$ cat config.mk
export PLATFORM = sky130hd
export DESIGN_NAME = packet_param_list_parser_core
export DESIGN_NICKNAME = d
export VERILOG_FILES = /design/src/hdl/ppl_pkg.sv /design/src/hdl/ppl_front.sv /design/src/hdl/ppl_queue.sv /design/src/hdl/ppl_back.sv /design/src/hdl/packet_param_list_parser_core.sv
export SDC_FILE = /design/constraint.sdc
export NUM_CORES = 1
export LEC_CHECK = 0
export ABC_AREA = 1
export BUFFER_PORTS_ARGS = -buffer_cell sky130_fd_sc_hd__buf_2
export CAP_MARGIN = 20
export CORE_ASPECT_RATIO = 0.7
export CORE_UTILIZATION = 35
export DETAILED_ROUTE_END_ITERATION = 6
export HOLD_SLACK_MARGIN = 0.05
export PLACE_DENSITY = 0.52
export RECOVER_POWER = 25
export SYNTH_ARGS = -nofsm -noshare
export SYNTH_HDL_FRONTEND = slang
export SYNTH_HIERARCHICAL = 1
export SYNTH_SLANG_ARGS = --single-unit
$ cat constraint.sdc
create_clock -name clock -period 4.34 [get_ports clock]
set_input_delay 0.868 -clock clock [delete_from_list [all_inputs] [get_ports clock]]
set_output_delay 0.868 -clock clock [all_outputs]
set_load 0.005 [all_outputs]
$ cat src/hdl/ppl_pkg.sv
// Package for the packet parameter list parser: payload structs, role and
// phase codes, character constants and the classified-byte record.
// No dependencies.
package ppl_pkg;

   localparam int IDENT_W         = 20;
   localparam int IDENT_MAX       = 999999;
   localparam int MAX_ID_DIGITS_D = 6;
   localparam int QUEUE_DEPTH     = 2;   // power of two, pointers wrap naturally

   localparam logic [7:0] CH_NUL   = 8'h00;
   localparam logic [7:0] CH_SPACE = 8'h20;
   localparam logic [7:0] CH_COMMA = 8'h2C;
   localparam logic [7:0] CH_COLON = 8'h3A;
   localparam logic [7:0] CH_LT    = 8'h3C;
   localparam logic [7:0] CH_EQ    = 8'h3D;
   localparam logic [7:0] CH_ZERO  = 8'h30;
   localparam logic [7:0] CASE_GAP = 8'h20;

   typedef enum logic [2:0] {
      ROLE_DIGIT = 3'd0,
      ROLE_KEY   = 3'd1,
      ROLE_EQ    = 3'd2,
      ROLE_VAL   = 3'd3,
      ROLE_COMMA = 3'd4,
      ROLE_REJ   = 3'd5
   } role_type;

   typedef enum logic [1:0] {
      PH_START = 2'd0,
      PH_IDENT = 2'd1,
      PH_KEY   = 2'd2,
      PH_VALUE = 2'd3
   } phase_type;

   typedef struct packed {
      logic [7:0] ch;
      logic       last;
   } req_type;

   typedef struct packed {
      logic [7:0]         out_char;
      role_type           role;
      logic               param_end;
      logic               naked;
      logic               list_done;
      logic               list_valid;
      logic [IDENT_W-1:0] ident;
   } rsp_type;

   // One byte after classification, as it travels from front to back.
   typedef struct packed {
      logic [7:0] ch;
      logic       last;
      logic       is_comma;
      logic       is_digit;
      logic       is_nz_digit;
      logic       is_letter;
      logic       is_lower;
      logic       is_eq;
      logic       value_bad;
      logic [3:0] digit;
   } cls_type;

endpackage

$ cat src/hdl/ppl_front.sv
// Front end of the parameter list parser: accepts bytes and classifies them
// into a registered record for the queue. Depends on ppl_pkg.
module ppl_front (
   input  logic             clock,
   input  logic             reset,
   input  logic             req_valid,
   output logic             req_ready,
   input  ppl_pkg::req_type req_payload,
   output logic             cls_valid,
   input  logic             cls_ready,
   output ppl_pkg::cls_type cls_item
);
   import ppl_pkg::*;

   logic    valid_ff;
   logic    valid_in;
   cls_type item_ff;
   cls_type item_in;
   logic [7:0] c;

   assign c = req_payload.ch;

   always_comb begin
      item_in.ch          = c;
      item_in.last        = req_payload.last;
      item_in.is_comma    = (c == CH_COMMA);
      item_in.is_digit    = c inside {[8'h30:8'h39]};
      item_in.is_nz_digit = c inside {[8'h31:8'h39]};
      item_in.is_lower    = c inside {[8'h61:8'h7A]};
      item_in.is_letter   = c inside {[8'h61:8'h7A], [8'h41:8'h5A]};
      item_in.is_eq       = (c == CH_EQ);
      item_in.value_bad   = c inside {CH_EQ, CH_SPACE, CH_COMMA, CH_COLON, CH_LT, CH_NUL};
      // low nibble of an ASCII digit is its value
      item_in.digit       = c[3:0];
   end

   // Stage advances when empty or when the queue takes the held byte.
   assign req_ready = !valid_ff || cls_ready;
   assign valid_in  = req_ready ? req_valid : valid_ff;

   always_ff @(posedge clock) begin
      if (reset) begin
         valid_ff <= 1'b0;
      end else begin
         valid_ff <= valid_in;
      end
   end

   always_ff @(posedge clock) begin
      if (req_valid && req_ready) begin
         item_ff <= item_in;
      end
   end

   assign cls_valid = valid_ff;
   assign cls_item  = item_ff;

endmodule

$ cat src/hdl/ppl_queue.sv
// Short queue between the parser front and back ends.
// Depends on ppl_pkg.
module ppl_queue (
   input  logic             clock,
   input  logic             reset,
   input  logic             push_valid,
   output logic             push_ready,
   input  ppl_pkg::cls_type push_item,
   output logic             pop_valid,
   input  logic             pop_ready,
   output ppl_pkg::cls_type pop_item
);
   import ppl_pkg::*;

   localparam int PTR_W = (QUEUE_DEPTH > 1) ? $clog2(QUEUE_DEPTH) : 1;
   localparam int CNT_W = $clog2(QUEUE_DEPTH + 1);

   cls_type          slot_ff [QUEUE_DEPTH];
   logic [PTR_W-1:0] wr_ptr_ff;
   logic [PTR_W-1:0] wr_ptr_in;
   logic [PTR_W-1:0] rd_ptr_ff;
   logic [PTR_W-1:0] rd_ptr_in;
   logic [CNT_W-1:0] count_ff;
   logic [CNT_W-1:0] count_in;
   logic             push;
   logic             pop;

   assign push_ready = (count_ff != CNT_W'(QUEUE_DEPTH));
   assign pop_valid  = (count_ff != '0);
   assign push       = push_valid && push_ready;
   assign pop        = pop_valid && pop_ready;
   assign pop_item   = slot_ff[rd_ptr_ff];

   always_comb begin
      wr_ptr_in = push ? wr_ptr_ff + PTR_W'(1) : wr_ptr_ff;
      rd_ptr_in = pop  ? rd_ptr_ff + PTR_W'(1) : rd_ptr_ff;
      count_in  = count_ff;
      if (push && !pop) begin
         count_in = count_ff + CNT_W'(1);
      end else if (pop && !push) begin
         count_in = count_ff - CNT_W'(1);
      end
   end

   always_ff @(posedge clock) begin
      if (reset) begin
         wr_ptr_ff <= '0;
         rd_ptr_ff <= '0;
         count_ff  <= '0;
      end else begin
         wr_ptr_ff <= wr_ptr_in;
         rd_ptr_ff <= rd_ptr_in;
         count_ff  <= count_in;
      end
   end

   always_ff @(posedge clock) begin
      if (push) begin
         slot_ff[wr_ptr_ff] <= push_item;
      end
   end

endmodule

$ cat src/hdl/ppl_back.sv
// Back end of the parameter list parser: phase machine, ident accumulator,
// sticky failure flag and the result register. Depends on ppl_pkg.
module ppl_back #(
   parameter int MAX_ID_DIGITS = ppl_pkg::MAX_ID_DIGITS_D
) (
   input  logic             clock,
   input  logic             reset,
   input  logic             cls_valid,
   output logic             cls_ready,
   input  ppl_pkg::cls_type cls_item,
   output logic             rsp_valid,
   input  logic             rsp_ready,
   output ppl_pkg::rsp_type rsp_payload
);
   import ppl_pkg::*;

   localparam int CNT_W  = $clog2(MAX_ID_DIGITS + 1);
   localparam int NEXT_W = IDENT_W + 4;

   phase_type          phase_ff, phase_in, ph_after;
   logic [IDENT_W-1:0] acc_ff, acc_in, acc_after;
   logic [CNT_W-1:0]   cnt_ff, cnt_in;
   logic               failed_ff, failed_in;
   logic [IDENT_W-1:0] kept_ff, kept_in, kept_after;
   logic               rsp_valid_ff, rsp_valid_in;
   rsp_type            rsp_ff, rsp_in;

   logic               fire;
   logic               ok;
   logic               take;
   logic               is_comma;
   role_type           role;
   logic               good;
   logic               close;
   logic [NEXT_W-1:0]  acc_x;
   logic [NEXT_W-1:0]  next_acc;
   logic               digit_ok;

   assign cls_ready = !rsp_valid_ff || rsp_ready;
   assign fire      = cls_valid && cls_ready;

   // acc * 10 + digit as two shifts and two adds
   assign acc_x    = {4'b0, acc_ff};
   assign next_acc = (acc_x << 3) + (acc_x << 1) + {{(NEXT_W-4){1'b0}}, cls_item.digit};
   assign digit_ok = (cnt_ff < CNT_W'(MAX_ID_DIGITS)) && (next_acc <= NEXT_W'(IDENT_MAX));

   // Classify this byte against the current phase.
   always_comb begin
      ok       = 1'b1;
      take     = 1'b0;
      is_comma = 1'b0;
      role     = ROLE_REJ;
      ph_after = phase_ff;
      if (!failed_ff) begin
         if (cls_item.is_comma) begin
            if (phase_ff == PH_START) begin
               ok = 1'b0;
            end else begin
               role     = ROLE_COMMA;
               is_comma = 1'b1;
            end
         end else begin
            case (phase_ff)
               PH_START: begin
                  if (cls_item.is_nz_digit) begin
                     ph_after = PH_IDENT;
                     take     = 1'b1;
                     role     = ROLE_DIGIT;
                  end else if (cls_item.is_letter) begin
                     ph_after = PH_KEY;
                     role     = ROLE_KEY;
                  end else begin
                     ok = 1'b0;
                  end
               end
               PH_IDENT: begin
                  if (cls_item.is_digit) begin
                     take = 1'b1;
                     role = ROLE_DIGIT;
                  end else begin
                     ok = 1'b0;
                  end
               end
               PH_KEY: begin
                  if (cls_item.is_eq) begin
                     ph_after = PH_VALUE;
                     role     = ROLE_EQ;
                  end else if (cls_item.is_letter || cls_item.is_digit) begin
                     role = ROLE_KEY;
                  end else begin
                     ok = 1'b0;
                  end
               end
               default: begin
                  if (cls_item.value_bad) begin
                     ok = 1'b0;
                  end else begin
                     role = ROLE_VAL;
                  end
               end
            endcase
         end
         if (take && !digit_ok) begin
            ok = 1'b0;
         end
         if (!ok) begin
            role = ROLE_REJ;
         end
      end
   end

   assign good       = !failed_ff && ok;
   assign close      = good && (is_comma || cls_item.last);
   assign acc_after  = (good && take) ? next_acc[IDENT_W-1:0] : acc_ff;
   assign kept_after = (close && ph_after == PH_IDENT) ? acc_after : kept_ff;

   // Next state
   always_comb begin
      phase_in  = phase_ff;
      acc_in    = acc_ff;
      cnt_in    = cnt_ff;
      failed_in = failed_ff;
      kept_in   = kept_ff;
      if (fire) begin
         if (cls_item.last) begin
            phase_in  = PH_START;
            acc_in    = '0;
            cnt_in    = '0;
            failed_in = 1'b0;
            kept_in   = '0;
         end else if (!good) begin
            failed_in = 1'b1;
         end else if (close) begin
            phase_in = PH_START;
            acc_in   = '0;
            cnt_in   = '0;
            kept_in  = kept_after;
         end else begin
            phase_in = ph_after;
            acc_in   = acc_after;
            if (take) begin
               cnt_in = cnt_ff + CNT_W'(1);
            end
         end
      end
   end

   // Outputs
   always_comb begin
      rsp_in.out_char   = (good && role == ROLE_KEY && cls_item.is_lower)
                          ? cls_item.ch - CASE_GAP : cls_item.ch;
      rsp_in.role       = role;
      rsp_in.param_end  = close;
      rsp_in.naked      = close && (ph_after == PH_KEY);
      rsp_in.list_done  = cls_item.last;
      rsp_in.list_valid = cls_item.last && good;
      rsp_in.ident      = kept_after;
      rsp_valid_in      = fire ? 1'b1 : (rsp_ready ? 1'b0 : rsp_valid_ff);
   end

   always_ff @(posedge clock) begin
      if (reset) begin
         phase_ff     <= PH_START;
         acc_ff       <= '0;
         cnt_ff       <= '0;
         failed_ff    <= 1'b0;
         kept_ff      <= '0;
         rsp_valid_ff <= 1'b0;
      end else begin
         phase_ff     <= phase_in;
         acc_ff       <= acc_in;
         cnt_ff       <= cnt_in;
         failed_ff    <= failed_in;
         kept_ff      <= kept_in;
         rsp_valid_ff <= rsp_valid_in;
      end
   end

   always_ff @(posedge clock) begin
      if (fire) begin
         rsp_ff <= rsp_in;
      end
   end

   assign rsp_valid   = rsp_valid_ff;
   assign rsp_payload = rsp_ff;

endmodule

$ cat src/hdl/packet_param_list_parser_core.sv
// Top level of the packet parameter list parser: front classifier, queue
// and back-end phase machine. Depends on ppl_pkg, ppl_front, ppl_queue, ppl_back.
//
//   channel | direction | handshake            | payload
//   --------+-----------+----------------------+----------------------------
//   req     | in        | req_valid/req_ready  | ppl_pkg::req_type (ch, last)
//   rsp     | out       | rsp_valid/rsp_ready  | ppl_pkg::rsp_type, one per byte
//
// One byte per cycle sustained while rsp_ready stays high; the phase update and the
// ident accumulator (acc * 10 + digit, then a compare with the ident ceiling)
// are combinational in the back end. A byte's result passes through the front
// register, the queue and the result register before it is valid. Synchronous
// reset clears every control register and the parser state. A stalled rsp side
// fills the result register, then the queue, then the front stage, and only
// then drops req_ready.
module packet_param_list_parser_core #(
   parameter int MAX_ID_DIGITS = ppl_pkg::MAX_ID_DIGITS_D
) (
   input  logic             clock,
   input  logic             reset,
   input  logic             req_valid,
   output logic             req_ready,
   input  ppl_pkg::req_type req_payload,
   output logic             rsp_valid,
   input  logic             rsp_ready,
   output ppl_pkg::rsp_type rsp_payload
);
   import ppl_pkg::*;

   logic    front_valid;
   logic    front_ready;
   cls_type front_item;
   logic    back_valid;
   logic    back_ready;
   cls_type back_item;

   // Accept and classify each byte.
   ppl_front u_front (
      .clock       (clock),
      .reset       (reset),
      .req_valid   (req_valid),
      .req_ready   (req_ready),
      .req_payload (req_payload),
      .cls_valid   (front_valid),
      .cls_ready   (front_ready),
      .cls_item    (front_item)
   );

   // Decouple the two halves so each can stall on its own.
   ppl_queue u_queue (
      .clock      (clock),
      .reset      (reset),
      .push_valid (front_valid),
      .push_ready (front_ready),
      .push_item  (front_item),
      .pop_valid  (back_valid),
      .pop_ready  (back_ready),
      .pop_item   (back_item)
   );

   // Run the phase machine and hold the result until taken.
   ppl_back #(
      .MAX_ID_DIGITS (MAX_ID_DIGITS)
   ) u_back (
      .clock       (clock),
      .reset       (reset),
      .cls_valid   (back_valid),
      .cls_ready   (back_ready),
      .cls_item    (back_item),
      .rsp_valid   (rsp_valid),
      .rsp_ready   (rsp_ready),
      .rsp_payload (rsp_payload)
   );

endmodule

# After elaboration in Yosys (flattened, before gate mapping)
# Memories as Yosys holds them, arrays and structs flattened. A register that Yosys moved wholly into a read port is not among the register bits.
# Cells that the tools add are included.
# word_totals
register_bits	107
romBits	0
inputBits	13
word_cells	162
memories	1
output_inout_bits	37
latchBits	0
ramBits	40
# memory_table
name	words	width	rd	rd_ports_with_merged_regs	wr	line_no	rtl
u_queue.slot_ff	2	20	1	1	1	ppl_queue.sv:18	cls_type slot_ff [QUEUE_DEPTH];
# op_classes
n_lt_le_gt_ge	9
n_eq_ne	12
n_reduce_logical	43
bitwise_logic	0
addsub	8
mul	0
div	0
muxes	62
shifts	0
# op_table
cell	count
$mux 20	8
$eq 8x6->1 const B	5
$mux 3	13
$mux 1	26
$add 23x21->24	1
$add 24x4->24	1
$le 24x20->1 const B	1
$mux 2	10
$logic_and 1x1->1	19
$ge 8x6->1 const B	2
$ge 8x7->1 const B	2
$le 8x7->1 const B	2
$reduce_bool 2->1	6
$pmux 3 s3	1
$le 8x6->1 const B	1
$logic_not 8->1	1
$mux 8	1
$sub 8x6->8 const B	1
$logic_not 1->1	6
$reduce_and 3->1	2
$reduce_bool 6->1	1
$eq 2x1->1 const B	2
$eq 2x2->1 const B	2
$logic_or 1x1->1	4
14 further kinds	16

# Depth between registers and ports, before layout
# logic_depth
depth_word	16
mapped_depth	28
ltp_nobuf	26

# Hierarchy
# Netlist, hierarchy kept.
# modules_own_cells
module	area_per_inst_um2	cells_each	seq_area_each_um2	instances
ppl_back	5871.9	776	1991.9	1
ppl_queue	1767.9	99	1301.2	1
ppl_front	837.1	93	500.5	1

# Worst setup path before layout
# No wires, ideal clock.
# synth_path
path_kind	reg-to-reg
start	register (tool-made name)
end	register u_back.rsp_ff, in the netlist u_back/rsp_payload[0], data pin
path_stages_with_launch	24
setup_time_ns	0.255
period_less_slack_ns	3.682
path_buffers	2
setup_slack_ns	0.658
t_required_ns	4.085
arrival_ns	3.427
path_cell_list	dfxtp_1 buf_6 mux2_4 inv_1 fa_1 fa_1 inv_1 nand3_1 nand2_1 nand2_1 nand2_1 nand2_1 nand2_1 nand2_1 nand4_1 nand2_1 nor3_2 nand2_2 nand2_4 nand4_4 nor2_1 buf_4 nand2_1 and2_1
# synth_lines
element	line_no	rtl
to (signal assigned)	ppl_back.sv:181	rsp_ff <= rsp_in;
to (decl)	ppl_back.sv:26	rsp_type rsp_ff, rsp_in;

==> impl_metrics.csv <==
group,metric,value,unit
clock_tree,cts_sinks,144,
synth,synth_ff_type,"edfxtp_1",
timing,max_freq,0.249,GHz
setup_path,cpMostUsedCell,"nand2_1",
outcome,status,"complete, no violations",
cells_and_area,antenna_cells,0,
global_routing,grt_pass1_wl,29900,um
cells_and_area,mostFrequentLayoutCells,"nand2_1 (252), inv_1 (115), edfxtp_1 (91)",
drt,first_iter_violations,400,
die,io_pins,50,
die,num_rows,47,
drt,drc_errors,0,
drt,wl_met2,7980,um
timing,tns,0,ps
synth,ys_seq_area_share,44.8,%
clock_tree,holdBufCountCts,0,
job,max_cap_viol_count,0,
timing,period_needed,4020,ps
pwr,irDropWorstVdd,299,uV
clock_tree,clock_path_buffers,2,
global_routing,track_usage,15.2,%
drt,viasPerCell,4.72,
global_routing,grt_pass1_vias,6053,
min_path,hold_depth,0,
cells_and_area,num-fill-cells,2353,
drt,m1WireLength,9530,um
clock_tree,clk_latency,430,ps
synth,synth_cell_type_count,47,
cells_and_area,fin_nets,1079,
clock_tree,htree_num_levels,4,
global_routing,grt_max_degree,41,
cells_and_area,syn2layout_area_growth,13.9,%
drt,wl_per_cell,13.6,um
place,gp_congestion,0.834,
die,die-area,24900,um^2
global_routing,grt_overflow_total,0,
timing,skew,10.1,ps
synth,syn_inst,968,
timing,setup_viol,0,
setup_path,setup.worst_path.start_class,"register",
synth,synth_edf_count,91,
global_routing,antenna_found_initial,1,
pwr,p_per_area,515,nW/um^2
timing,hold_violations,0,
clock_tree,clockRootBuffer,"clkbuf_16",
setup_path,ff2ff_setup_slack,320,ps
place,io_buffers,49,
timing,period_share,92.6,%
place,placed_area,9060,um^2
setup_path,arrival,4210,ps
drt,totalWireLength,18300,um
drt,met3RoutedLength,670,um
die,start_util,35.8,%
min_path,hold_class,"reg2reg",
setup_path,worstPathMaxFanout,14,
die,core_area,23700,um^2
die,die_height,132,um
drt,dr.pass1.iters,5,
setup_path,max_stage_delay,470,ps
cells_and_area,final_area,9660,um^2
synth,ys_ff_latch,144,
pwr,leakagePower,4.26,nW
synth,syn-num-nets,1025,
timing,slew_headroom,43.2,%
min_path,min_to,"u_queue/slot_ff[1][4]",
clock_tree,cts_made_buffers,17,
drt,top_layer_used,"met4",
setup_path,r2r_end,"u_back/rsp_payload[18]",
setup_path,crit_path_top_delay_cell,"fa_1",
cells_and_area,layout_commonest_cell,"nand2_1",
die,die_x,188,um
timing,drv_slew,0,
clock_tree,clkSlewWorstSetupHoldPaths,60,ps
synth,async_flop_share,0,%
setup_path,critical_path.cell_chain,"mux2_4 > inv_1 > fa_1 > fa_1 > inv_1 > nand3_1 > nand2_1 > nand2_1 > nand2_1 > nand2_1 > nand2_1 > nand2_1 > nand4_1 > nand2_1 > nor3_4 > nand2_2 > nand2_4 > buf_4 > nand4_1 > nand2_1 > nand2_1 > and2_1",
cells_and_area,layout-drive-gt1-share,18.9,%
synth,avgSynthCellArea,8.76,um^2
drt,drt.antenna.violating_nets,0,
clock_tree,cts_tree,"done",
drt,vias,6391,
synth,synth.cell_area,8480,um^2
setup_path,reg2regPathDepth,22,
synth,yosysWarningCount,6,
timing,tightest_slew,852,ps
min_path,hold_start,"u_front/cls_item[4]",
setup_path,worst_setup_path_end_kind,"register",
place,post-dp-hpwl,13600,um
timing,rsz0062_at_grt,"false",
setup_path,cp.required,4530,ps
setup_path,crit_type,"reg2reg",
worst max-delay path, delay by kind of cell (launching register included):
kind	cells	cell delay, ps
fa+ha+maj	2	900
buf+inv	3	400
flops	1	380
mux	1	300
simple gates	16	1820
flip-flops by register name (all words and copies together) (netlist names), 2 cells and up, named ones only:
register            count
u_queue/count_ff        2
u_front/cls_item       16
u_queue/slot_ff        40
u_back/phase_ff         2
u_back/kept_ff         20
u_back/acc_ff          20
u_back/rsp_payload     35
u_back/cnt_ff           3
cell type report:
| cell class | count | area, um^2 | area share, % |
|---|---|---|---|
| flip-flops and latches | 144 | 3790 | 39.3 |
| clock inverters | 13 | 153 | 1.58 |
| repair buffers | 68 | 415 | 4.30 |
| well taps | 318 | 398 | 4.12 |
| inverters | 123 | 462 | 4.78 |
| clock buffers | 19 | 433 | 4.48 |
| multi-input cells | 668 | 4000 | 41.4 |
power by group:
group | total (mW) | internal [mW] | switching (mW)
sequential | 1.90 | 1.80 | 0.101
clock | 1.44 | 0.858 | 0.586
combinational | 1.64 | 0.582 | 1.05
Yosys cell counts (11+ instances only):
cell type	number	share of area, %
nand2_1	250	11
nor2_1	66	2.9
mux2_4	20	3.5
a21oi_1	42	2.5
dfxtp_1	53	13
edfxtp_1	91	32
nand2_2	23	1.7
nand3_1	54	3.2
o21bai_2	18	2.4
and2_1	22	1.6
nand4_1	38	2.8
inv_1	115	5.1
ha_1	42	6.2
o21ai_2	11	1.1
through the flow:
step                total power, mW  cells  hold WS, ps  utilization [%]  worst slack (ps)
global placement               3.55   1319          425             38.2               277
finish                         4.98   1353          436             40.7               319
CTS                            5.02   1351          441             40.7               171
detailed placement             3.56   1319          431             38.2               202
floorplan                      3.07    968          421                -               658
global route                   5.29   1353          446             40.7              1.32
logic make-up (layout without fill, tap and decap cells):
| group | after synthesis | after routing | share of synthesized area [%] |
|---|---|---|---|
| and+or+nand+nor | 495 | 496 | 28.1 |
| buffers and inverters | 157 | 223 | 8.09 |
| DFF | 144 | 144 | 44.8 |
| AOI/OAI and AO/OA | 103 | 103 | 8.34 |
| adders and majority gates | 44 | 44 | 6.67 |
| muxes | 20 | 20 | 3.54 |
| xor gates and xnor gates | 5 | 5 | 0.517 |
routing by layer:
layer  vias up  global-route usage [%]
li1       3349                       -
met1      2928                    21.0
met2       100                    23.9
met3        14                    3.54
met4         0                    3.84
met5         -                       0
how the worst max path moves through the flow:
| stage | end | from | depth (start not counted) | slack, ps |
|---|---|---|---|---|
| 6_report | u_back/rsp_payload[18] | register | 22 | 320 |
| 5_1_grt | u_back/rsp_payload[6] | register | 22 | 1 |
| 4_1_cts | u_back/acc_ff[4] | register | 23 | 170 |
| 3_5_place_dp | u_back/cnt_ff[1] | register | 23 | 200 |
| 3_3_place_gp | u_back/cnt_ff[1] | register | 23 | 280 |
| 2_1_floorplan | u_back/rsp_payload[0] | register | 23 | 660 |
repair_timing:
item | CTS | global route
gates resized for setup | 0 | 4
setup buffers | 0 | 1
endpoints found under the setup margin | 0 | 55
Power figures use the tool's default switching activity.
